## config.mk

```make
export PLATFORM = sky130hd
export DESIGN_NAME = timer_noise_sound_generator
export DESIGN_NICKNAME = d
export VERILOG_FILES = /design/src/hdl/tnsg_pkg.sv /design/src/hdl/timer_noise_sound_generator.sv /design/src/hdl/tnsg_div.sv
export VERILOG_INCLUDE_DIRS = /design/src /design/src/hdl
export SDC_FILE = /design/constraint.sdc
export NUM_CORES = 1
export LEC_CHECK = 0
export BUFFER_PORTS_ARGS = -buffer_cell sky130_fd_sc_hd__clkbuf_2
export CAP_MARGIN = 20
export CORE_AREA = 2 2 310 312
export CTS_CLUSTER_SIZE = 16
export DETAILED_ROUTE_END_ITERATION = 7
export DIE_AREA = 0 0 312 314
export SETUP_SLACK_MARGIN = 0.1
export SLEW_MARGIN = 20
export SYNTH_ARGS = -nofsm -noshare
export SYNTH_HDL_FRONTEND = slang
export SYNTH_HIERARCHICAL = 1
export SYNTH_SLANG_ARGS = --single-unit
```

## constraint.sdc

```tcl
create_clock -name aclk -period 11.05 [get_ports aclk]
set_clock_uncertainty 0.2 [all_clocks]
set_input_delay 2.21 -clock aclk [delete_from_list [all_inputs] [get_ports aclk]]
set_output_delay 2.21 -clock aclk [all_outputs]
set_load 0.01 [all_outputs]
```

## src/hdl/timer_noise_sound_generator_defines.svh

```systemverilog
// Assertion macros shared by the sound generator RTL.
// Included by the modules that carry concurrent assertions.
`ifndef TIMER_NOISE_SOUND_GENERATOR_DEFINES_SVH
`define TIMER_NOISE_SOUND_GENERATOR_DEFINES_SVH
`ifndef SYNTH
`define TNSG_ASSERT(lbl, clk, rst_n, prop, msg) \
    lbl: assert property (@(posedge clk) disable iff (!rst_n) prop) else $error(msg);
`define TNSG_ASSERT_ALWAYS(lbl, clk, prop, msg) \
    lbl: assert property (@(posedge clk) prop) else $error(msg);
`else
`define TNSG_ASSERT(lbl, clk, rst_n, prop, msg)
`define TNSG_ASSERT_ALWAYS(lbl, clk, prop, msg)
`endif
`endif

```

## src/hdl/tnsg_pkg.sv

```systemverilog
// Package for the timer and noise sound generator: types, codes, constants, the
// volume table and the single-clock timer step function. No dependencies.
`timescale 1ns / 1ps
`default_nettype none
package tnsg_pkg;

    localparam int ACC_BITS = 24;
    localparam int STEP_BITS = ACC_BITS + 1;
    localparam int DIV_CNT_BITS = $clog2(STEP_BITS + 1);
    localparam logic [14:0] BASE_VOL = 15'(32767 / 6);

    localparam logic [1:0] CMD_TICK    = 2'd0;
    localparam logic [1:0] CMD_TIMER   = 2'd1;
    localparam logic [1:0] CMD_DIVIDER = 2'd2;
    localparam logic [1:0] CMD_EFFECTS = 2'd3;

    localparam logic [2:0] DIV_OFF_ENABLE = 3'd3;
    localparam logic [2:0] FX_OFF_CONTROL = 3'd0;
    localparam logic [2:0] TMR_OFF_CTRL02 = 3'd0;
    localparam logic [2:0] TMR_OFF_CTRL1  = 3'd1;

    localparam logic REG_FRAC  = 1'b0;
    localparam logic REG_MUSIC = 1'b1;

    localparam int TC_HOLD   = 0;
    localparam int TC_ECLK   = 1;
    localparam int TC_DUAL8  = 2;
    localparam int TC_NOLOAD = 4;
    localparam int TC_OUTEN  = 7;

    typedef struct packed {
        logic [15:0] cnt;
        logic        out;
        logic        rise;
    } tmr_res_t;

    typedef struct packed {
        logic        busy;
        logic        done;
    } div_stat_t;

    // Volume for a 3-bit level: floor(level * BASE_VOL / 7).
    function automatic logic [12:0] vol_of(input logic [2:0] lvl);
        logic [12:0] v;
        unique case (lvl)
            3'd0: v = 13'd0;
            3'd1: v = 13'd780;
            3'd2: v = 13'd1560;
            3'd3: v = 13'd2340;
            3'd4: v = 13'd3120;
            3'd5: v = 13'd3900;
            3'd6: v = 13'd4680;
            default: v = 13'd5461;
        endcase
        return v;
    endfunction

    // One timer channel advanced by at most one clock.
    function automatic tmr_res_t tmr_step(input logic [7:0] ctrl, input logic [15:0] cnt,
                                          input logic [15:0] lat, input logic out,
                                          input logic n);
        tmr_res_t r;
        logic [7:0] hi;
        r.cnt  = cnt;
        r.out  = out;
        r.rise = 1'b0;
        hi     = cnt[15:8] - 8'd1;
        if (n) begin
            if (ctrl[TC_DUAL8]) begin
                if (cnt[7:0] != 8'd0) begin
                    r.cnt = {cnt[15:8], cnt[7:0] - 8'd1};
                end else if (cnt[15:8] == 8'd0) begin
                    r.out = 1'b0;
                    r.cnt = lat;
                end else begin
                    r.cnt = {hi, lat[7:0]};
                    if (hi == 8'd0) begin
                        r.out  = 1'b1;
                        r.rise = 1'b1;
                    end
                end
            end else begin
                if (cnt != 16'd0) begin
                    r.cnt = cnt - 16'd1;
                end else begin
                    r.out  = ~out;
                    r.rise = ~out;
                    r.cnt  = lat;
                end
            end
        end
        return r;
    endfunction

endpackage
`default_nettype wire

```

## src/hdl/timer_noise_sound_generator.sv

```systemverilog
// Top level of the timer and noise sound generator: register file, sequencer,
// shared timer step and sample adder. Depends on tnsg_pkg, tnsg_div, defines.
//
//  channel  direction  handshake                 payload
//  s_       in         s_valid / s_ready         s_command, s_offset, s_data
//  m_       out        m_valid / m_ready         m_sample
//  apb      in         psel, penable, pwrite     paddr, pwdata -> prdata
//
// A timer or effects write is done in its accepting cycle. A tick runs through the
// accepting cycle, then its sequencer steps (fraction, two noise steps, three timer steps
// through the shared timer unit, three music steps through the shared adder,
// result); with timer 0 held the noise and timer steps are skipped.
// A divider high-byte write of a nonzero count waits until the serial divider is done.
// Reset is synchronous and active low. A finished sample waits in the output
// register; a further tick stalls in its last step until that one is taken.
`timescale 1ns / 1ps
`default_nettype none
`include "timer_noise_sound_generator_defines.svh"
module timer_noise_sound_generator
    import tnsg_pkg::*;
(
    input  wire logic        aclk,
    input  wire logic        aresetn,
    input  wire logic        s_valid,
    output logic             s_ready,
    input  wire logic [1:0]  s_command,
    input  wire logic [2:0]  s_offset,
    input  wire logic [7:0]  s_data,
    output logic             m_valid,
    input  wire logic        m_ready,
    output logic [14:0]      m_sample,
    input  wire logic        psel,
    input  wire logic        penable,
    input  wire logic        pwrite,
    input  wire logic [2:0]  paddr,
    input  wire logic [31:0] pwdata,
    output logic [31:0]      prdata,
    output logic             pready
);

    localparam logic [3:0] S_IDLE = 4'd0;
    localparam logic [3:0] S_FRAC = 4'd1;
    localparam logic [3:0] S_NA   = 4'd2;
    localparam logic [3:0] S_T0   = 4'd3;
    localparam logic [3:0] S_NB   = 4'd4;
    localparam logic [3:0] S_T1   = 4'd5;
    localparam logic [3:0] S_T2   = 4'd6;
    localparam logic [3:0] S_MUS  = 4'd7;
    localparam logic [3:0] S_OUT  = 4'd8;
    localparam logic [3:0] S_DIV  = 4'd9;

    logic [3:0]  state_reg, state_next;
    logic [23:0] frac_cfg_reg;
    logic        music_reg;

    logic [7:0]  tctrl_reg [3];
    logic        tout_reg  [3];
    logic [15:0] tlat_reg  [3];
    logic [15:0] tcnt_reg  [3];
    logic [12:0] vol_reg   [3];
    logic [2:0]  prescale_reg;
    logic [7:0]  msb_reg;
    logic [1:0]  fx_reg;
    logic [127:0] noise_reg;
    logic        prev_tap_reg;
    logic [23:0] clk_frac_reg;
    logic        tog_reg   [3];
    logic        den_reg   [3];
    logic [15:0] dcount_reg [3];
    logic [STEP_BITS-1:0] dstep_reg [3];
    logic [ACC_BITS-1:0]  dphase_reg [3];

    logic        eclk_reg;
    logic        nclk_reg;
    logic        edge0_reg;
    logic [1:0]  idx_reg;
    logic [14:0] sum_reg;
    logic        mv_reg;
    logic [14:0] ms_reg;

    logic        in_fire, out_fire, cfg_wr;
    logic [1:0]  tsel;
    logic        tn, noisy, fb, nrise;
    logic [3:0]  ptot;
    tmr_res_t    tres;
    logic [14:0] addend;
    logic [ACC_BITS-1:0] phase_sum;
    logic [15:0] new_count;
    logic        div_start;
    div_stat_t   dstat;
    logic [STEP_BITS-1:0] quot;
    logic [1:0]  dch_reg;
    logic [24:0] frac_sum;
    logic [1:0]  lat_ch;

    assign s_ready  = (state_reg == S_IDLE);
    assign in_fire  = s_valid && s_ready;
    assign m_valid  = mv_reg;
    assign m_sample = ms_reg;
    assign out_fire = mv_reg && m_ready;
    assign pready   = 1'b1;
    assign cfg_wr   = psel && penable && pwrite;
    assign prdata   = (paddr[2] == REG_MUSIC) ? {31'd0, music_reg} : {8'd0, frac_cfg_reg};

    assign noisy = ~(tctrl_reg[0][TC_ECLK] & tctrl_reg[1][TC_ECLK] & tctrl_reg[2][TC_ECLK]);
    assign fb    = noise_reg[127] ^ noise_reg[95];
    // A tap edge: bits 65..64 read 0,1 after the shift.
    assign nrise = !noise_reg[64] && noise_reg[63];
    assign frac_sum = {1'b0, clk_frac_reg} + {1'b0, frac_cfg_reg};

    always_comb begin
        unique case (state_reg)
            S_T1:    tsel = 2'd1;
            S_T2:    tsel = 2'd2;
            default: tsel = 2'd0;
        endcase
    end

    assign ptot = {1'b0, prescale_reg} + {3'd0, tn};

    always_comb begin
        logic nsrc;
        nsrc = tctrl_reg[tsel][TC_ECLK] ? eclk_reg : nclk_reg;
        tn   = nsrc;
        tres = tmr_step(tctrl_reg[tsel], tcnt_reg[tsel], tlat_reg[tsel], tout_reg[tsel],
                        (tsel == 2'd2 && tctrl_reg[2][TC_HOLD]) ? ptot[3] : nsrc);
    end

    assign phase_sum = dphase_reg[idx_reg] + dstep_reg[idx_reg][ACC_BITS-1:0];

    // Shared sample adder input for the current step.
    always_comb begin
        addend = 15'd0;
        unique case (state_reg)
            S_T0: if (tctrl_reg[0][TC_OUTEN] && tres.out && !fx_reg[1]) begin
                addend = {2'd0, vol_reg[0]};
            end
            S_T1, S_T2: if (tctrl_reg[tsel][TC_OUTEN] && tres.out) begin
                addend = {2'd0, vol_reg[tsel]};
            end
            S_MUS: if (music_reg && den_reg[idx_reg] && phase_sum[ACC_BITS-1]) begin
                addend = BASE_VOL;
            end
            default: addend = 15'd0;
        endcase
    end

    assign new_count = {s_data, dcount_reg[s_offset[1:0]][7:0]};
    assign div_start = in_fire && s_command == CMD_DIVIDER && s_offset < 3'd3
                       && tog_reg[s_offset[1:0]] && new_count != 16'd0;
    assign lat_ch = 2'(({1'b0, s_offset} - 4'd3) >> 1);

    tnsg_div u_div (
        .aclk     (aclk),
        .aresetn  (aresetn),
        .start    (div_start),
        .divisor  (new_count),
        .stat     (dstat),
        .quotient (quot)
    );

    always_comb begin
        state_next = state_reg;
        unique case (state_reg)
            S_IDLE: if (in_fire) begin
                if (s_command == CMD_TICK) begin
                    state_next = S_FRAC;
                end else if (div_start) begin
                    state_next = S_DIV;
                end
            end
            S_FRAC: state_next = tctrl_reg[0][TC_HOLD] ? S_MUS : S_NA;
            S_NA:   state_next = S_T0;
            S_T0:   state_next = S_NB;
            S_NB:   state_next = S_T1;
            S_T1:   state_next = S_T2;
            S_T2:   state_next = S_MUS;
            S_MUS:  if (idx_reg == 2'd2) state_next = S_OUT;
            S_OUT:  if (!mv_reg || m_ready) state_next = S_IDLE;
            S_DIV:  if (dstat.done) state_next = S_IDLE;
            default: state_next = S_IDLE;
        endcase
    end

    always_ff @(posedge aclk) begin
        if (!aresetn) begin
            state_reg    <= S_IDLE;
            frac_cfg_reg <= 24'h800000;
            music_reg    <= 1'b0;
            for (int i = 0; i < 3; i++) begin
                tctrl_reg[i]  <= '0;
                tout_reg[i]   <= 1'b0;
                tlat_reg[i]   <= '0;
                tcnt_reg[i]   <= '0;
                vol_reg[i]    <= '0;
                tog_reg[i]    <= 1'b0;
                den_reg[i]    <= 1'b0;
                dcount_reg[i] <= '0;
                dstep_reg[i]  <= '0;
                dphase_reg[i] <= '0;
            end
            prescale_reg <= '0;
            msb_reg      <= '0;
            fx_reg       <= '0;
            noise_reg    <= '1;
            prev_tap_reg <= 1'b0;
            clk_frac_reg <= '0;
            mv_reg       <= 1'b0;
            idx_reg      <= '0;
            dch_reg      <= '0;
        end else begin
            state_reg <= state_next;
            if (cfg_wr && pready) begin
                if (paddr[2] == REG_MUSIC) begin
                    music_reg <= pwdata[0];
                end else begin
                    frac_cfg_reg <= pwdata[23:0];
                end
            end
            // In the output step the handover below decides the flag on its own.
            if (out_fire && state_reg != S_OUT) begin
                mv_reg <= 1'b0;
            end
            unique case (state_reg)
                S_IDLE: if (in_fire) begin
                    unique case (s_command)
                        CMD_TIMER: begin
                            if (s_offset == TMR_OFF_CTRL02) begin
                                if (tctrl_reg[1][TC_HOLD]) tctrl_reg[0] <= s_data;
                                else tctrl_reg[2] <= s_data;
                            end else if (s_offset == TMR_OFF_CTRL1) begin
                                tctrl_reg[1] <= s_data;
                            end else if (!s_offset[0]) begin
                                msb_reg <= s_data;
                            end else begin
                                tlat_reg[lat_ch] <= {msb_reg, s_data};
                                if (!tctrl_reg[lat_ch][TC_NOLOAD]) begin
                                    tcnt_reg[lat_ch] <= {msb_reg, s_data};
                                end
                            end
                        end
                        CMD_DIVIDER: begin
                            if (s_offset < 3'd3) begin
                                tog_reg[s_offset[1:0]] <= ~tog_reg[s_offset[1:0]];
                                if (!tog_reg[s_offset[1:0]]) begin
                                    dcount_reg[s_offset[1:0]][7:0] <= s_data;
                                end else begin
                                    dcount_reg[s_offset[1:0]] <= new_count;
                                    dch_reg <= s_offset[1:0];
                                    if (new_count == 16'd0) begin
                                        dstep_reg[s_offset[1:0]] <= '0;
                                    end
                                end
                            end else if (s_offset == DIV_OFF_ENABLE && s_data[7:6] != 2'd3) begin
                                den_reg[s_data[7:6]] <= (s_data[3:1] != 3'd0);
                            end
                        end
                        CMD_EFFECTS: begin
                            if (s_offset == FX_OFF_CONTROL) begin
                                fx_reg <= s_data[1:0];
                            end else if (s_offset <= 3'd3) begin
                                vol_reg[2'(s_offset - 3'd1)] <= vol_of(s_data[2:0]);
                            end
                        end
                        default: begin
                            sum_reg  <= '0;
                            nclk_reg <= 1'b0;
                            edge0_reg <= 1'b0;
                            idx_reg  <= '0;
                        end
                    endcase
                end
                S_FRAC: begin
                    clk_frac_reg <= frac_sum[23:0];
                    eclk_reg     <= frac_sum[24];
                end
                S_NA: if (noisy && !fx_reg[0] && eclk_reg) begin
                    noise_reg    <= {noise_reg[126:0], fb ^ prev_tap_reg};
                    prev_tap_reg <= fb;
                    nclk_reg     <= nrise;
                end
                S_NB: if (noisy && fx_reg[0]) begin
                    nclk_reg <= 1'b0;
                    if (edge0_reg) begin
                        noise_reg    <= {noise_reg[126:0], fb ^ prev_tap_reg};
                        prev_tap_reg <= fb;
                        nclk_reg     <= nrise;
                    end
                end
                S_T0, S_T1, S_T2: if (tctrl_reg[tsel][TC_OUTEN]) begin
                    tcnt_reg[tsel] <= tres.cnt;
                    tout_reg[tsel] <= tres.out;
                    sum_reg        <= sum_reg + addend;
                    if (state_reg == S_T0) edge0_reg <= tres.rise;
                    if (state_reg == S_T2 && tctrl_reg[2][TC_HOLD]) begin
                        prescale_reg <= ptot[2:0];
                    end
                end
                S_MUS: begin
                    if (music_reg && den_reg[idx_reg]) begin
                        dphase_reg[idx_reg] <= phase_sum;
                    end
                    sum_reg <= sum_reg + addend;
                    idx_reg <= idx_reg + 2'd1;
                end
                S_OUT: if (!mv_reg || m_ready) begin
                    mv_reg <= 1'b1;
                    ms_reg <= sum_reg;
                end
                S_DIV: if (dstat.done) begin
                    dstep_reg[dch_reg] <= quot;
                end
                default: ;
            endcase
        end
    end

    `TNSG_ASSERT(a_ready_idle, aclk, aresetn, (state_reg != S_IDLE) |-> !s_ready,
        "input taken while busy")
    `TNSG_ASSERT(a_tick_start, aclk, aresetn, (in_fire && s_command == CMD_TICK) |=>
        (state_reg == S_FRAC), "tick did not start the sequence")
    `TNSG_ASSERT(a_div_wait, aclk, aresetn, dstat.done |-> (state_reg == S_DIV),
        "divider finished outside its wait step")
    `TNSG_ASSERT(a_result_from_tick, aclk, aresetn, $rose(mv_reg) |-> $past(state_reg == S_OUT),
        "result raised outside the output step")
    `TNSG_ASSERT_ALWAYS(a_reset_empty, aclk, !aresetn |=> !mv_reg, "result left after reset")

endmodule
`default_nettype wire

```

## src/hdl/tnsg_div.sv

```systemverilog
// Serial restoring divider giving floor(2^ACC_BITS / divisor), one bit a cycle.
// Depends on tnsg_pkg and the defines header.
`timescale 1ns / 1ps
`default_nettype none
`include "timer_noise_sound_generator_defines.svh"
module tnsg_div
    import tnsg_pkg::*;
(
    input  wire logic                 aclk,
    input  wire logic                 aresetn,
    input  wire logic                 start,
    input  wire logic [15:0]          divisor,
    output div_stat_t                 stat,
    output logic      [STEP_BITS-1:0] quotient
);

    logic                    busy_reg, busy_next;
    logic                    done_reg, done_next;
    logic [DIV_CNT_BITS-1:0] cnt_reg, cnt_next;
    logic [16:0]             rem_reg, rem_next;
    logic [15:0]             dvs_reg, dvs_next;
    logic [STEP_BITS-1:0]    q_reg, q_next;
    logic [16:0]             trial;
    logic                    num_bit;

    // The dividend is a single one at the top followed by zeros.
    assign num_bit = (cnt_reg == DIV_CNT_BITS'(STEP_BITS));
    assign trial   = {rem_reg[15:0], num_bit};

    always_comb begin
        busy_next = busy_reg;
        done_next = 1'b0;
        cnt_next  = cnt_reg;
        rem_next  = rem_reg;
        dvs_next  = dvs_reg;
        q_next    = q_reg;
        if (start) begin
            busy_next = 1'b1;
            cnt_next  = DIV_CNT_BITS'(STEP_BITS);
            rem_next  = 17'd0;
            dvs_next  = divisor;
        end else if (busy_reg) begin
            if (trial >= {1'b0, dvs_reg}) begin
                rem_next = trial - {1'b0, dvs_reg};
                q_next   = {q_reg[STEP_BITS-2:0], 1'b1};
            end else begin
                rem_next = trial;
                q_next   = {q_reg[STEP_BITS-2:0], 1'b0};
            end
            cnt_next = cnt_reg - 1'b1;
            if (cnt_reg == DIV_CNT_BITS'(1)) begin
                busy_next = 1'b0;
                done_next = 1'b1;
            end
        end
    end

    always_ff @(posedge aclk) begin
        if (!aresetn) begin
            busy_reg <= 1'b0;
            done_reg <= 1'b0;
            cnt_reg  <= '0;
        end else begin
            busy_reg <= busy_next;
            done_reg <= done_next;
            cnt_reg  <= cnt_next;
        end
        rem_reg <= rem_next;
        dvs_reg <= dvs_next;
        q_reg   <= q_next;
    end

    assign stat.busy = busy_reg;
    assign stat.done = done_reg;
    assign quotient  = q_reg;

    `TNSG_ASSERT(a_start_busy, aclk, aresetn, start |=> busy_reg, "divider did not start")
    `TNSG_ASSERT(a_done_after_busy, aclk, aresetn, done_reg |-> $past(busy_reg), "stray done")
    `TNSG_ASSERT(a_idle_count, aclk, aresetn, (busy_reg && !start) |-> (cnt_reg != '0),
        "divider count ran out while busy")

endmodule
`default_nettype wire

```

# Yosys cells after proc, flatten, opt, wreduce, memory -nomap -nowiden

Memory sizes are Yosys's and may differ from the RTL's. A register that Yosys moved wholly into a read port is not among the register bits.
Cells that the tools add are included.

Input port bits: 55
RAM bits: 363
Word-level logic and storage cells: 381
Memories: 10
Bits in registers: 297

Muxes and demuxes: 203
Magnitude comparators: 3
Add/subtract/negate cells: 12
Bitwise gates (word level): 18
Reduce and logical (&&, ||, !) cells: 74
Equality and inequality tests: 37

Memory list:

| memory      | depth | bits a word | rd ports | clocked after Yosys merged registers in | write ports | RTL line                          | text |
|---|---|---|---|---|---|---|---|
| dstep_reg   | 3     | 25          | 1        | 1                                       | 3           | timer_noise_sound_generator.sv:70 | `logic [STEP_BITS-1:0] dstep_reg [3];` |
| dphase_reg  | 3     | 24          | 1        | 1                                       | 3           | timer_noise_sound_generator.sv:71 | `logic [ACC_BITS-1:0] dphase_reg [3];` |
| dcount_reg  | 3     | 16          | 1        | 0                                       | 3           | timer_noise_sound_generator.sv:69 | `logic [15:0] dcount_reg [3];` |
| tcnt_reg    | 3     | 16          | 1        | 0                                       | 3           | timer_noise_sound_generator.sv:59 | `logic [15:0] tcnt_reg [3];` |
| tlat_reg    | 3     | 16          | 1        | 0                                       | 3           | timer_noise_sound_generator.sv:58 | `logic [15:0] tlat_reg [3];` |
| vol_reg     | 3     | 13          | 2        | 0                                       | 3           | timer_noise_sound_generator.sv:60 | `logic [12:0] vol_reg [3];` |
| +4 memories | n/a   | n/a         | n/a      | n/a                                     | n/a         | n/a                               |  |

Operators with widths:

| cell                                         | number |
|---|---|
| 2-to-1 mux 128 bit                           | 3 |
| one-hot mux 128 bit (2 select lines)         | 1 |
| 2-to-1 mux 13 bit                            | 10 |
| 2-to-1 mux 1 bit                             | 127 |
| 2-to-1 mux 16 bit                            | 7 |
| one-hot mux 13 bit (7 select lines)          | 1 |
| one-hot mux 15 bit (3 select lines)          | 2 |
| OR reduction 16 bit                          | 4 |
| 2-to-1 mux 25 bit                            | 2 |
| OR reduction 25 bit                          | 2 |
| 2-to-1 mux 24 bit                            | 2 |
| 2-to-1 mux 2 bit                             | 23 |
| 2-to-1 mux 15 bit                            | 3 |
| one-hot mux 4 bit (10 select lines)          | 1 |
| 2-to-1 mux 18 bit                            | 2 |
| 2-to-1 mux 8 bit                             | 4 |
| nonzero test 16 bit                          | 2 |
| adder 24 x 24 -> 25 bit                      | 1 |
| adder 24 bit                                 | 1 |
| 2-to-1 mux 4 bit                             | 6 |
| OR reduction 24 bit                          | 1 |
| logical AND 1 bit                            | 21 |
| inequality test 2 bit, second input constant | 9 |
| AND reduction 6 bit                          | 3 |
| 54 further kinds                             | 109 |

# Depth between registers and ports, before layout

Gate-level depths: netlist of the first run.
An unclocked memory read counts as a cell.

Depth after elaboration: 17
Depth in mapped cells: 29
Gate-level depth less buffers: 25

# Modules after synthesis

Netlist of the first run, hierarchy kept.

By module, submodules not included:

| module                      | area each (sq um) | seq. area each (sq um) | cells each | instances |
|---|---|---|---|---|
| timer_noise_sound_generator | 29482.0           | 15875.2                | 2895       | 1 |
| tnsg_div                    | 3323.2            | 1691.6                 | 300        | 1 |

# Least setup slack after synthesis of the first run

No wires, ideal clock.

Path kind: input port to flip-flop
Start point: in s_offset[0]
End point: reg u_div.rem_reg[13]
Data arrival time: 6.085 ns
Slack: 4.673 ns
Cell stages on the path: 11
Buffers on the path: 3
Cells stage by stage: clkbuf_1 clkbuf_1 mux4_2 nor3_1 nand3_1 and2_1 clkbuf_1 nor2b_1 a21boi_0 o21ai_0 o32ai_1

RTL lines:

| element                  | RTL line                           | text |
|---|---|---|
| start: declaration       | timer_noise_sound_generator.sv:27  | `input wire logic [2:0] s_offset,` |
| memory read (3 x 16 bit) | n/a                                |  |
| named net new_count[7]   | timer_noise_sound_generator.sv:88  | `logic [15:0] new_count;` |
| nonzero test 16 bit      | timer_noise_sound_generator.sv:150 | `&& tog_reg[s_offset[1:0]] && new_count != 16'd0;` |
| logical AND 1 bit        | timer_noise_sound_generator.sv:150 |  |
| named net div_start      | timer_noise_sound_generator.sv:89  | `logic div_start;` |
| end signal: assignment   | tnsg_div.sv:68                     | `rem_reg <= rem_next;` |
| end: declaration         | tnsg_div.sv:20                     | `logic [16:0] rem_reg, rem_next;` |

The timed path passes the listed nets, and every way through them passes these cells.
A chain may end at the register's enable or synchronous reset.

# Final worst setup path of the first run

Start point: reg state_reg[3]
End point: reg sum_reg[13], data pin

Longest elaborated chain between the ends: 17

Ends and longest elaborated chain:

| element                               | RTL line                                                                                                   | text |
|---|---|---|
| start: declaration                    | timer_noise_sound_generator.sv:52                                                                          | `logic [3:0] state_reg, state_next;` |
| start signal: assignment              | timer_noise_sound_generator.sv:212                                                                         | `state_reg <= state_next;` |
| == test 4 x 3 -> 1 bit                | timer_noise_sound_generator.sv:112, timer_noise_sound_generator.sv:134, timer_noise_sound_generator.sv:224 |  |
| one-hot mux 2 bit (2 select lines)    | timer_noise_sound_generator.sv:112                                                                         | `unique case (state_reg)` |
| memory read (3 x 16 bit)              | n/a                                                                                                        |  |
| subtractor 8 x 1 -> 8 bit             | tnsg_pkg.sv:67                                                                                             | `hi = cnt[15:8] - 8'd1;` |
| logical NOT 8 bit                     | tnsg_pkg.sv:77                                                                                             | `if (hi == 8'd0) begin` |
| 2-to-1 mux 2 bit                      | tnsg_pkg.sv:77                                                                                             |  |
| 2-to-1 mux 17 bit                     | tnsg_pkg.sv:72                                                                                             | `end else if (cnt[15:8] == 8'd0) begin` |
| 2-to-1 mux 2 bit                      | tnsg_pkg.sv:70                                                                                             | `if (cnt[7:0] != 8'd0) begin` |
| 2-to-1 mux 18 bit                     | tnsg_pkg.sv:69                                                                                             | `if (ctrl[TC_DUAL8]) begin` |
| 2-to-1 mux 18 bit                     | tnsg_pkg.sv:68                                                                                             | `if (n) begin` |
| logical AND 1 bit (2 in a row)        | timer_noise_sound_generator.sv:135                                                                         | `S_T0: if (tctrl_reg[0][TC_OUTEN] && tres.out && !fx_reg[1]) begin` |
| 2-to-1 mux 13 bit                     | timer_noise_sound_generator.sv:135                                                                         |  |
| one-hot mux 15 bit (3 select lines)   | timer_noise_sound_generator.sv:134                                                                         | `unique case (state_reg)` |
| adder 15 bit                          | timer_noise_sound_generator.sv:293, timer_noise_sound_generator.sv:303                                     |  |
| 2-to-1 mux 15 bit                     | timer_noise_sound_generator.sv:290                                                                         | `S_T0, S_T1, S_T2: if (tctrl_reg[tsel][TC_OUTEN]) begin` |
| one-hot mux 15 bit (3 select lines) * | timer_noise_sound_generator.sv:224                                                                         | `unique case (state_reg)` |
| end signal: assignment                | timer_noise_sound_generator.sv:293                                                                         | `sum_reg <= sum_reg + addend;` |
| end signal: assignment                | timer_noise_sound_generator.sv:303                                                                         | `sum_reg <= sum_reg + addend;` |
| end: declaration                      | timer_noise_sound_generator.sv:77                                                                          | `logic [14:0] sum_reg;` |

Mark *: on every way between the ends. The rest lies on a longest branch, timed or not. The select of a mux whose other input is x is not followed.

==> results of run 1 <==
-- critical path, stage by stage (launching register included) --
cell and delay, ns:
dfxtp_1 0.30, buf_4 0.31, nand2b_2 0.77, buf_4 0.47, o21ai_0 0.15, and3_1 0.27, ha_1 0.29, nor3b_2 0.20
and3_1 0.25, nand2_1 0.27, inv_1 0.12, ha_1 0.31, nor2_1 0.05, a41o_1 0.25, o21a_1 0.14, a21oi_1 0.59
o21ai_0 0.32, ha_1 0.38, a31oi_1 0.22, o21bai_1 0.21, a2111oi_0 0.43, nor3_1 0.13, a221oi_1 0.31, a21oi_1 0.15
a211oi_1 0.31, mux2i_1 0.10
-- where the power goes --
| part | total (mW) | switching [mW] | internal [mW] | leakage, nW |
|---|---|---|---|---|
| logic | 1.31 | 0.827 | 0.485 | 7.07 |
| clock network | 2.48 | 1.03 | 1.45 | 1.18 |
| registers | 2.99 | 0.149 | 2.84 | 6.11 |
-- layout make-up --
cell class / count / area [um^2] / share of cell area (%)
Sequential cell: 662 / 17500 / 47.8
Multi-Input combinational cell: 2197 / 13800 / 37.7
Timing Repair Buffer: 129 / 777 / 2.12
Inverter: 137 / 514 / 1.40
Tap cell: 1265 / 1580 / 4.31
Clock inverter: 33 / 330 / 0.900
Clock buffer: 107 / 2110 / 5.75
-- metrics by stage --
step / util [%] / instance area (um^2) / std cells / worst slack [ns]
after floorplan: - / 32800 / 3201 / 4.72
after global placement: 36.3 / 34200 / 4389 / 3.28
after detailed placement: 36.3 / 34200 / 4389 / 3.27
after CTS: 38.8 / 36700 / 4529 / 3.27
after global routing: 38.9 / 36700 / 4530 / 2.53
final: 38.9 / 36700 / 4530 / 3.26
-- how the worst min path moves through the flow --
| stage | start | end | slack (ns) | cells past startpoint |
|---|---|---|---|---|
| finish | u_div/quotient[20] | u_div/quotient[21] | 0.25 | 0 |
| global route | u_div/quotient[21] | u_div/quotient[22] | 0.26 | 0 |
| CTS | u_div/quotient[21] | u_div/quotient[22] | 0.25 | 0 |
| detailed placement | u_div/quotient[15] | u_div/quotient[16] | 0.23 | 0 |
| global placement | u_div/quotient[21] | u_div/quotient[22] | 0.23 | 0 |
| floorplan | sum_reg[5] | m_sample[5] | 0.22 | 0 |
-- per-layer routing --
layer  vias to the layer above  wire [um]  global-route usage [%]
li1                      11326          -                       -
met1                     11120      35600                    21.0
met2                       473      36800                    26.2
met3                       128       3640                    2.65
met4                         4       2120                    5.10
met5                         -         23                       0
==> results.sh, run 1 <==
export IMPL_p_leak_nw=14.4
export IMPL_hold_buffers=0
export IMPL_clk_latency_ns=0.64
export IMPL_num_vias=23051
export IMPL_whs_ns=0.250
export IMPL_critical_path_required_ns=11.23
export IMPL_antenna_found_initial=2
export IMPL_nets=3352
export IMPL_h_tree_depth=3
export IMPL_antenna_cells=0
export IMPL_relSlewSlack_pct=26.1
export IMPL_cts_buffers_inserted=76
export IMPL_post_drt_wl_per_cell_um=17.3
export IMPL_grt_pass1_vias=22419
export IMPL_core_area_um2=94400
export IMPL_path_clk_slew_ns=0.06
export IMPL_route_detailed_drc=0
export IMPL_dr_pass1_iters=7
export IMPL_powerDensity_nw_per_um2=185
export IMPL_fp_row_count=113
export IMPL_io_buffers=85
export IMPL_maxCapViolations=0
export IMPL_grt_first_pass_wirelength_um=124000
export IMPL_postCtsSetupBuffers=0
export IMPL_clock_tree_root_cell="clkbuf_16"
export IMPL_cp_endpoint="sum_reg[13]"
export IMPL_largest_register_ffs=128
export IMPL_period_needed_ns=7.79
export IMPL_hold_class="reg2reg"
export IMPL_total_power_mw=6.78
export IMPL_setup_viol=0
export IMPL_die_area_um2=98000
export IMPL_area_growth_pct=12.0
export IMPL_crit_arrival_ns=7.97
export IMPL_mostFrequentLayoutCell="nand2_1"
export IMPL_cts_sinks=662
export IMPL_fin_crit_sh_pct=70.5
export IMPL_drt_iter0_drc=1780
export IMPL_path_class="reg2reg"
export IMPL_die_height_um=314
export IMPL_io_pins=105
export IMPL_hpwl_um=49300
export IMPL_syn_inst=3193
export IMPL_overflow=0
export IMPL_peakVddDrop_mv=0.113
export IMPL_die_w_um=312
export IMPL_drive_gt1_share_pct=11.5
export IMPL_grt_setup_unrepaired="false"
export IMPL_cp_max_fo=39
export IMPL_yosys_warnings=6
export IMPL_tns_ns=0
export IMPL_cts_tree="built"
export IMPL_startpoint="state_reg[3]"
export IMPL_timing_final_hold_violations=0
export IMPL_n_fill_cell=9342
export IMPL_wl_um=78200
export IMPL_slew_violations=0
export IMPL_worstMarginPinSlew_ns=1.11
export IMPL_layout_common_cells="487 x nand2_1, 428 x edfxtp_1, 353 x nor2_1"
export IMPL_syn_area_um2=32800
export IMPL_endpoint_kind="register"
export IMPL_regToRegStartpoint="state_reg[3]"
export IMPL_max_clock_path_buffers=3
export IMPL_grt_use_total_pct=15.8
export IMPL_rrSetupSlack_ns=3.26
export IMPL_start_util_pct=34.7
export IMPL_grt_max_degree=112
export IMPL_r2r_end="sum_reg[13]"
export IMPL_outcome="finished clean"
export IMPL_antenna_left=0
export IMPL_post_cts_resized=0
export IMPL_max_freq_mhz=128
export IMPL_startpoint_type="register"
export IMPL_syn_avg_cell_area_um2=10.3
export IMPL_viasPerCell=5.09
export IMPL_rr_worst_depth=25
export IMPL_place_congestion=0.848
(Power assumes the default switching activity.)
==> run 2, diff against run 1 <==
--- a/config.mk
+++ b/config.mk
@@ -6,12 +6,13 @@
 export SDC_FILE = /design/constraint.sdc
 export NUM_CORES = 1
 export LEC_CHECK = 0
+export ABC_AREA = 1
 export BUFFER_PORTS_ARGS = -buffer_cell sky130_fd_sc_hd__clkbuf_2
 export CAP_MARGIN = 20
-export CORE_AREA = 2 2 310 312
+export CORE_AREA = 2 2 303 305
 export CTS_CLUSTER_SIZE = 16
 export DETAILED_ROUTE_END_ITERATION = 7
-export DIE_AREA = 0 0 312 314
+export DIE_AREA = 0 0 305 307
 export SETUP_SLACK_MARGIN = 0.1
 export SLEW_MARGIN = 20
 export SYNTH_ARGS = -nofsm -noshare
==> constraint.sdc (replaced) <==
create_clock -name aclk -period 6.66 [get_ports aclk]
set_clock_uncertainty 0.2 [all_clocks]
set_input_delay 1.332 -clock aclk [delete_from_list [all_inputs] [get_ports aclk]]
set_output_delay 1.332 -clock aclk [all_outputs]
set_load 0.01 [all_outputs]
==> run 2 against run 1 <==
  * Global-route usage is essentially flat
  * Cell count up 7.3%
  * Combinational power increased by 23%
  * Core utilization is 0.23 points higher
  * Non-clock buffer count up 9
  * Register-to-register slack got worse by 2.6 ns
  * Die area fell by 4.4%
  * Critical path depth grew 8
  * Critical path type unchanged
==> results.sh, run 2 <==
export IMPL_p_leak_nw=15.2
export IMPL_worstMarginPinSlew_ns=1.07
export IMPL_path_class="reg2reg"
export IMPL_drt_iter0_drc=1835
export IMPL_slew_violations=0
export IMPL_num_vias=23567
export IMPL_outcome="finished clean"
export IMPL_utilization_pct=39.1
export IMPL_antenna_left=0
export IMPL_largest_register_ffs=128
export IMPL_wl_um=74900
export IMPL_cts_sinks=662
export IMPL_grt_setup_unrepaired="false"
export IMPL_grt_use_total_pct=15.8
export IMPL_regToRegStartpoint="state_reg[2]"
export IMPL_max_freq_mhz=167
export IMPL_powerDensity_nw_per_um2=300
export IMPL_dpl_instance_area_um2=33000
export IMPL_nets=3767
export IMPL_antenna_found_initial=2
export IMPL_viasPerCell=4.85
export IMPL_core_area_um2=90700
export IMPL_endpoint_kind="register"
export IMPL_dpl_cell_count=4731
export IMPL_start_util_pct=34.6
export IMPL_io_buffers=85
export IMPL_crit_arrival_ns=6.17
export IMPL_mostFrequentLayoutCell="nand2_1"
export IMPL_tns_ns=0
export IMPL_dr_pass1_iters=6
export IMPL_post_cts_resized=0
export IMPL_hp_start="noise_reg[111]"
export IMPL_syn_avg_cell_area_um2=8.80
export IMPL_relSlewSlack_pct=28.4
export IMPL_period_needed_ns=6.00
export IMPL_setup_viol=0
export IMPL_h_tree_depth=3
export IMPL_drive_gt1_share_pct=9.07
export IMPL_maxCapViolations=0
export IMPL_syn_area_um2=31400
export IMPL_critPathSlowestCell="dfxtp_1"
export IMPL_hold_class="reg2reg"
export IMPL_grt_first_pass_wirelength_um=119000
export IMPL_place_congestion=0.867
export IMPL_cts_tree="built"
export IMPL_clk_latency_ns=0.62
export IMPL_area_growth_pct=13.1
export IMPL_postCtsSetupBuffers=0
export IMPL_critical_path_required_ns=6.83
export IMPL_max_clock_path_buffers=3
export IMPL_fin_crit_sh_pct=90.1
export IMPL_cp_max_fo=16
export IMPL_route_detailed_drc=0
export IMPL_die_w_um=305
export IMPL_post_drt_wl_per_cell_um=15.4
export IMPL_io_pins=105
export IMPL_dpl_worst_slack_ns=0.750
export IMPL_syn_inst=3565
export IMPL_yosys_warnings=6
export IMPL_timing_final_hold_violations=0
export IMPL_slowest_delay_ns=0.42
export IMPL_fin_ws_ns=0.657
export IMPL_fin_cells=4859
export IMPL_overflow=0
export IMPL_die_area_um2=93600
export IMPL_hpwl_um=48500
export IMPL_grt_pass1_vias=22295
export IMPL_layout_common_cells="739 x nand2_1, 560 x nor2_1, 428 x edfxtp_1"
export IMPL_stdcell_area_um2=35500
export IMPL_clock_tree_root_cell="clkbuf_16"
export IMPL_fp_row_count=111
export IMPL_grt_max_degree=120
export IMPL_crit_top_cell="nand2_1"
export IMPL_peakVddDrop_mv=0.200
export IMPL_die_height_um=307
export IMPL_antenna_cells=0
export IMPL_n_fill_cell=9009
export IMPL_startpoint="state_reg[2]"
export IMPL_path_clk_slew_ns=0.06
export IMPL_cts_buffers_inserted=70
export IMPL_startpoint_type="register"
export IMPL_hold_buffers=0
-- run 2: area by class of cell --
| cell class | instances | area [um^2] | share of cell area [%] |
|---|---|---|---|
| sequential | 662 | 17500 | 49.5 |
| multi-input combinational | 2374 | 11800 | 33.3 |
| clock buffer | 86 | 1910 | 5.38 |
| tap | 1186 | 1480 | 4.19 |
| inverter | 372 | 1400 | 3.95 |
| timing repair buffer | 138 | 866 | 2.44 |
| clock inverter | 41 | 470 | 1.33 |
-- run 2: worst max-delay path: cells and delay by family (launching register included) --
| kind | cells | cell delay (ns) |
|---|---|---|
| simple gates | 22 | 3.32 |
| fa+ha+maj | 3 | 0.75 |
| buf+inv | 6 | 0.68 |
| flops | 1 | 0.42 |
| compound gates | 2 | 0.34 |
-- run 2: layer usage --
layer  GRT usage (%)  up-vias  share of wire [%]
met5               0        -              0.036
met4            4.29        4                1.7
met3            2.37       85                5.5
met2            25.9      545                 46
li1                -    11936                  -
met1            21.9    10997                 47
-- run 2: metrics by stage --
stage               total power, mW  hold WS [ns]
finish                         10.6         0.241
global route                   11.2         0.262
CTS                            10.8         0.251
detailed placement             6.70         0.234
global placement               6.67         0.232
floorplan                      6.25         0.224
-- run 2: worst paths after layout --
kind	slack (ns)	endpoint	depth (start not counted)
max reg2reg	0.66	sum_reg[12]	33
max	0.66	sum_reg[12]	33
min reg2reg	0.24	noise_reg[112]	2
min	0.24	noise_reg[112]	2
-- run 2: where the power goes --
group | internal (mW) | total [mW] | switching (mW)
clock | 2.40 | 4.04 | 1.64
combinational | 0.529 | 1.61 | 1.09
sequential | 4.79 | 5.00 | 0.206
